--- src/rtl/hpg_pkg.sv ---
// ----------------------------------------------------------------------------
// hpg_pkg
// Shared types and constants of the Heap permutation generator.
// ----------------------------------------------------------------------------
package hpg_pkg;

   localparam int MAX_LEN     = 8;
   localparam int SYMBOL_BITS = 8;
   localparam int POS_BITS    = $clog2(MAX_LEN);
   localparam int LEN_BITS    = 4;
   localparam int NUM_BITS    = 16;

   localparam logic OP_LOAD = 1'b0;
   localparam logic OP_NEXT = 1'b1;

   typedef struct packed {
      logic                   opcode;
      logic [POS_BITS-1:0]    position;
      logic [SYMBOL_BITS-1:0] symbol;
   } req_type;

   typedef struct packed {
      logic [POS_BITS-1:0]    slot;
      logic [SYMBOL_BITS-1:0] value;
      logic [NUM_BITS-1:0]    perm_number;
      logic                   last;
      logic                   exhausted;
   } rsp_type;

endpackage

--- src/rtl/heap_permutation_generator.sv ---
// ----------------------------------------------------------------------------
// heap_permutation_generator
// Heap's algorithm over a small symbol store; one beat per emitted symbol.
// ----------------------------------------------------------------------------
// A load command leaves busy low. A next command emits length beats on
// consecutive cycles. The first beat comes on the cycle after the first busy
// cycle, because the symbol store is read through one registered port. Then
// the sequencer walks the level counters, one level a cycle. A swap then reads
// both slots and writes them back through the same store port. A next command
// after exhaustion gives its single beat the next cycle and leaves busy low.
// Each rsp_valid beat lasts one cycle and the receiver cannot stall it.
module heap_permutation_generator (
   input  logic                           clock,
   input  logic                           reset,
   input  logic                           start,
   output logic                           busy,
   input  hpg_pkg::req_type               req_data,
   output logic                           rsp_valid,
   output hpg_pkg::rsp_type               rsp_data,
   input  logic                           csr_valid,
   output logic                           csr_ready,
   input  logic [hpg_pkg::LEN_BITS-1:0]   csr_data
);

   localparam logic [2:0] S_IDLE = 3'd0;
   localparam logic [2:0] S_EMIT = 3'd1;
   localparam logic [2:0] S_WALK = 3'd2;
   localparam logic [2:0] S_RDA  = 3'd3;
   localparam logic [2:0] S_RDB  = 3'd4;
   localparam logic [2:0] S_WRA  = 3'd5;
   localparam logic [2:0] S_WRB  = 3'd6;

   localparam int PB = hpg_pkg::POS_BITS;
   localparam int LB = hpg_pkg::LEN_BITS;
   localparam int SB = hpg_pkg::SYMBOL_BITS;
   localparam int NB = hpg_pkg::NUM_BITS;

   logic [SB-1:0] store_ff [hpg_pkg::MAX_LEN];

   logic [2:0]    state_ff, state_in;
   logic [LB-1:0] len_ff, len_in;
   logic [LB-1:0] n_ff, n_in;
   logic [PB-1:0] k_ff, k_in;
   logic [LB-1:0] i_ff, i_in;
   logic [LB-1:0] level_ff, level_in;
   logic [NB-1:0] count_ff, count_in;
   logic          finished_ff, finished_in;
   logic [PB-1:0] cnt_ff [hpg_pkg::MAX_LEN];
   logic [PB-1:0] cnt_in [hpg_pkg::MAX_LEN];
   logic [PB-1:0] swap_a_ff, swap_a_in;
   logic [PB-1:0] swap_b_ff, swap_b_in;
   logic [SB-1:0] rd_ff;
   logic [SB-1:0] tmp_ff;
   logic          pend_ff, pend_in;
   logic [PB-1:0] slot_ff, slot_in;
   logic          last_ff, last_in;
   logic          exh_ff, exh_in;

   logic          accept;
   logic [LB-1:0] eff_len;
   logic          rd_en;
   logic [PB-1:0] rd_addr;
   logic          wr_en;
   logic [PB-1:0] wr_addr;
   logic [SB-1:0] wr_data;
   logic [PB-1:0] cur_cnt;

   assign busy      = (state_ff != S_IDLE);
   assign accept    = start && !busy;
   assign csr_ready = !busy;

   always_comb begin
      if (len_ff == '0) begin
         eff_len = LB'(1);
      end else if (len_ff > LB'(hpg_pkg::MAX_LEN)) begin
         eff_len = LB'(hpg_pkg::MAX_LEN);
      end else begin
         eff_len = len_ff;
      end
   end

   assign cur_cnt = cnt_ff[i_ff[PB-1:0]];

   always_comb begin
      state_in    = state_ff;
      len_in      = len_ff;
      n_in        = n_ff;
      k_in        = k_ff;
      i_in        = i_ff;
      level_in    = level_ff;
      count_in    = count_ff;
      finished_in = finished_ff;
      cnt_in      = cnt_ff;
      swap_a_in   = swap_a_ff;
      swap_b_in   = swap_b_ff;
      pend_in     = 1'b0;
      slot_in     = slot_ff;
      last_in     = last_ff;
      exh_in      = 1'b0;
      rd_en       = 1'b0;
      rd_addr     = k_ff;
      wr_en       = 1'b0;
      wr_addr     = req_data.position;
      wr_data     = req_data.symbol;

      if (csr_valid && csr_ready) begin
         len_in = csr_data;
      end

      case (state_ff)
         S_IDLE: begin
            if (accept) begin
               if (req_data.opcode == hpg_pkg::OP_LOAD) begin
                  wr_en = 1'b1;
                  for (int j = 0; j < hpg_pkg::MAX_LEN; j++) begin
                     cnt_in[j] = '0;
                  end
                  level_in    = LB'(1);
                  count_in    = '0;
                  finished_in = 1'b0;
               end else if (finished_ff) begin
                  pend_in = 1'b1;
                  exh_in  = 1'b1;
                  slot_in = '0;
                  last_in = 1'b1;
               end else begin
                  count_in = count_ff + NB'(1);
                  n_in     = eff_len;
                  k_in     = '0;
                  state_in = S_EMIT;
               end
            end
         end
         S_EMIT: begin
            rd_en   = 1'b1;
            rd_addr = k_ff;
            pend_in = 1'b1;
            slot_in = k_ff;
            last_in = (LB'(k_ff) + LB'(1) == n_ff);
            k_in    = k_ff + PB'(1);
            if (LB'(k_ff) + LB'(1) == n_ff) begin
               i_in     = level_ff;
               state_in = S_WALK;
            end
         end
         S_WALK: begin
            if (i_ff >= n_ff) begin
               level_in    = i_ff;
               finished_in = 1'b1;
               state_in    = S_IDLE;
            end else if (LB'(cur_cnt) < i_ff) begin
               swap_a_in            = i_ff[0] ? cur_cnt : '0;
               swap_b_in            = i_ff[PB-1:0];
               cnt_in[i_ff[PB-1:0]] = cur_cnt + PB'(1);
               level_in             = LB'(1);
               state_in             = S_RDA;
            end else begin
               cnt_in[i_ff[PB-1:0]] = '0;
               i_in                 = i_ff + LB'(1);
            end
         end
         S_RDA: begin
            rd_en    = 1'b1;
            rd_addr  = swap_a_ff;
            state_in = S_RDB;
         end
         S_RDB: begin
            rd_en    = 1'b1;
            rd_addr  = swap_b_ff;
            state_in = S_WRA;
         end
         S_WRA: begin
            wr_en    = 1'b1;
            wr_addr  = swap_a_ff;
            wr_data  = rd_ff;
            state_in = S_WRB;
         end
         S_WRB: begin
            wr_en    = 1'b1;
            wr_addr  = swap_b_ff;
            wr_data  = tmp_ff;
            state_in = S_IDLE;
         end
         default: begin
            state_in = S_IDLE;
         end
      endcase
   end

   always_ff @(posedge clock) begin
      if (wr_en) begin
         store_ff[wr_addr] <= wr_data;
      end
      if (rd_en) begin
         rd_ff <= store_ff[rd_addr];
      end
      if (state_ff == S_RDB) begin
         tmp_ff <= rd_ff;
      end
   end

   always_ff @(posedge clock) begin
      n_ff      <= n_in;
      k_ff      <= k_in;
      i_ff      <= i_in;
      swap_a_ff <= swap_a_in;
      swap_b_ff <= swap_b_in;
      slot_ff   <= slot_in;
      last_ff   <= last_in;
   end

   always_ff @(posedge clock) begin
      if (reset) begin
         state_ff    <= S_IDLE;
         len_ff      <= LB'(hpg_pkg::MAX_LEN);
         level_ff    <= LB'(1);
         count_ff    <= '0;
         finished_ff <= 1'b0;
         pend_ff     <= 1'b0;
         exh_ff      <= 1'b0;
         for (int j = 0; j < hpg_pkg::MAX_LEN; j++) begin
            cnt_ff[j] <= '0;
         end
      end else begin
         state_ff    <= state_in;
         len_ff      <= len_in;
         level_ff    <= level_in;
         count_ff    <= count_in;
         finished_ff <= finished_in;
         pend_ff     <= pend_in;
         exh_ff      <= exh_in;
         cnt_ff      <= cnt_in;
      end
   end

   assign rsp_valid             = pend_ff;
   assign rsp_data.slot         = slot_ff;
   assign rsp_data.value        = exh_ff ? '0 : rd_ff;
   assign rsp_data.perm_number  = exh_ff ? '0 : count_ff;
   assign rsp_data.last         = last_ff;
   assign rsp_data.exhausted    = exh_ff;

endmodule

--- config.mk ---
export PLATFORM = sky130hd
export DESIGN_NAME = heap_permutation_generator
export DESIGN_NICKNAME = d
export VERILOG_FILES = /design/src/rtl/hpg_pkg.sv /design/src/rtl/heap_permutation_generator.sv
export SDC_FILE = /design/constraint.sdc
export NUM_CORES = 1
export LEC_CHECK = 0
export CORE_MARGIN = 2
export CORE_UTILIZATION = 57
export DETAILED_ROUTE_END_ITERATION = 10
export DONT_BUFFER_PORTS = 1
export PLACE_DENSITY = 0.83
export REMOVE_ABC_BUFFERS = 1
export SYNTH_ARGS = -nofsm -noshare
export SYNTH_HDL_FRONTEND = slang
export SYNTH_SLANG_ARGS = --single-unit
--- constraint.sdc ---
create_clock -name clock -period 3.15 [get_ports clock]
set_input_delay 0.63 -clock clock [delete_from_list [all_inputs] [get_ports clock]]
set_output_delay 0.63 -clock clock [all_outputs]
set_load 0.1 [all_outputs]
==> run metrics <==
leakage=3.23 nW; Max Freq=0.340 GHz; placed cells=876; Final Wtd Congestion=0.884; met3 WL=844 um; crit-path cells=and2_1, a221oi_1, a2bb2oi_2, inv_1, ha_1, o21ai_0, a21oi_1, buf_4, a2111oi_4, buf_4, nand3_1, o2bb2ai_1; CP most frequent cell=buf_4; final core occ=67.8%; worst slack, placed=0.0308 ns; Final period util=93.4%; CTS tree=yes; CP max stage delay=0.54 ns; total track usage=24.1%; critical path peak fanout=10; DIE AREA=14100 sq um; power per cell area=969 nW/um^2; DRC=0; Final Net Count=758; hold crit path type=input pin to register; Unique masters post-synth=55; crit path kind=register to register; Initial DRC Count=394; status=finished, final reports clean; sequential area share after synthesis=55.0%; Pre-antenna DRT Iters=5; Top FF cell, synth=edfxtp_1; DIE HEIGHT=119 um; final hold violations=0; Max Cap Viol=0; Final HPWL DP=11.4 mm; via count=5426; post-route insts no fill=913; global-route wire length before repair=26.5 mm; Tightest Pin Transition=1.06 ns; #FFs+latches synth=155; Setup WS post-layout=0.209 ns; worst IR drop on VDD=0.581 mV; fin. max-slew vios=0; number of global-route vias before repair=5275; CP startpoint kind=register; syn avg cell area=10.9 sq um; WL met2=8.43 mm; slowest CP cell=edfxtp_1; dominant cells by area after synthesis=edfxtp_1, dfxtp_1, mux2i_1, nor2_1, nor2b_1; share of cells above drive strength 1=20.2%; die width=119 um; Post-Syn Instances=686; hold-fix buffers at CTS=0; Critical Path RT=3.49 ns; Core Region=12700 sq um; clock slew at reported path FFs=0.06 ns; # H-tree levels=4; routed len/inst=18.2 um; effective utilization at floorplan=58.8%; Worst setup EP type=register; via/cell ratio=5.94; Min Clock Period, post-route=2.94 ns; # IOs=52; DRT met1 WL=6.94 mm; post-synth top area share=40.5%; Data arrival, critical path=3.29 ns; Port Buffer Count=0; CTS Buf Count=17; total power=8.37 mW; Yosys Warn Count=0; initial antenna violation count=0; antenna-violating nets left=0; DR top layer=met4; Async S/R FF share, synth=0%; Fin Setup TNS=0 ns; Skew-Pair Late Insertion Delay=0.42 ns; Antenna Diode Count=0; Sink Count=155; Root Buffer=clkbuf_16; number of synthesized flops with an enable pin=101; biggest area consumer among synthesized cells=edfxtp_1; row cnt=41; Clock Skew=0.00771 ns; total wire length=16.6 mm; FILL cells=987; Layout area overhead=15.3%; slew margin rel.=28.7%; final-report setup violation count=0; CTS Buffer Depth=2; largest net degree at the start of global routing=41; gr ovfl total=0; Mapped Area=7480 sq um
metal layers:
layer | vias to the layer above | track usage (%)
met3 | 30 | 5.31
met5 | - | 0
met2 | 156 | 40.8
met1 | 2634 | 29.7
met4 | 0 | 10.6
li1 | 2606 | -
critical path, delay by kind of cell (launching register included):
| family | cells | cell delay (ns) |
|---|---|---|
| flip-flops | 1 | 0.54 |
| adder cells (fa/ha/maj) | 1 | 0.27 |
| buffers and inverters | 3 | 0.42 |
| AO/OA/AOI/OAI | 6 | 1.24 |
| AND/OR/NAND/NOR | 2 | 0.39 |
cell usage after synthesis, types with 5 or more instances:
cell and instances:
nor3_1 7, buf_2 7, a31oi_1 14, clkbuf_1 19, and3_1 6, o2bb2ai_1 8
nor2_1 69, and2_1 12, mux2i_1 61, xnor2_1 5, nor3b_1 5, ha_1 10
o21ai_1 8, a21oi_1 38, a211oi_1 6, inv_1 16, nand2b_1 16, nor2b_1 33
mux2_2 10, o21ai_0 23, dfxtp_1 54, nand2_1 46, a22o_1 10, o22ai_1 10
nand3_1 16, buf_1 12, edfxtp_1 101
registers in the layout, indices dropped and copies added, names as in the netlist:
register	count
last_ff	1
state_ff	3
n_ff	4
slot_ff	3
k_ff	3
tmp_ff	8
store_ff	64
level_ff	4
swap_a_ff	3
exh_ff	1
rd_ff	8
finished_ff	1
swap_b_ff	3
i_ff	4
rsp_valid	1
cnt_ff	24
len_ff	4
count_ff	16
cell type report:
cell class / count / area (sq um) / share of cell area (%)
sequential: 155 / 4120 / 47.7
multi-input combinational: 470 / 3210 / 37.2
timing repair buffer: 64 / 493 / 5.71
inverter: 20 / 75.1 / 0.870
tap: 172 / 215 / 2.49
clock buffer: 20 / 447 / 5.18
clock inverter: 12 / 75.1 / 0.870
cells by family (layout without fill, tap and decap cells):
logic type               count (synthesis)  in the layout  synth area share, %
XOR/XNOR                                 8              8                0.936
multiplexers                            74             74                 10.6
AND/OR/NAND/NOR                        222            222                 14.5
buffers and inverters                   61            116                 3.38
flip-flops                             155            155                 55.0
adder cells (fa/ha/maj)                 10             10                 1.67
AO/OA/AOI/OAI                          156            156                 14.0
what timing repair did:
item	4_1_cts	5_1_grt
gates resized for setup	0	8
endpoints found under the setup margin	0	32
buffers inserted	0	5
layout by cell type, fill, tap and decap left out, types with 4 or more instances in the layout:
cell        instances
dfxtp_1            52
o31ai_1             4
a311oi_1            4
o21ai_0            22
nor2b_2            24
nor2_1             69
mux2_2             10
nor2b_1             9
clkinv_2            4
a21oi_1            38
o2bb2ai_1           8
nor3b_1             5
inv_2               4
and3_1              6
clkinvlp_4          4
and2_1             12
nand2_1            45
inv_1              16
a31oi_1            14
nand2b_1           16
mux2i_1            61
buf_4              63
ha_1               10
clkbuf_16          17
a22o_1             10
edfxtp_1          101
o22ai_1            10
nand3_1            15
a211oi_1            6
o21ai_1             8
xnor2_1             5
nor3_1              7
path summary, 6_finish.rpt:
| path | start | to | slack [ns] | depth (start not counted) |
|---|---|---|---|---|
| setup / recovery | i_ff[0] | cnt_ff[7] | 0.21 | 12 |
| hold / removal | reset | count_ff[6] | 0.27 | 1 |
| hold reg to reg | len_ff[0] | len_ff[0] | 0.45 | 2 |
| setup reg to reg | i_ff[0] | cnt_ff[7] | 0.21 | 12 |
where the power goes:
part	internal, mW	switching (mW)
Sequential	2.65	0.348
Clock	1.02	0.789
Combinational	1.31	2.26
Total	4.97	3.40
stage by stage:
stage          hold slack, ns  cell area (sq um)
2_1_floorplan           0.424               7310
3_3_place_gp            0.439               8040
3_5_place_dp            0.443               8040
4_1_cts                 0.253               8560
5_1_grt                 0.251               8630
6_report                0.268               8630
Power figures use the tool's default switching activity.
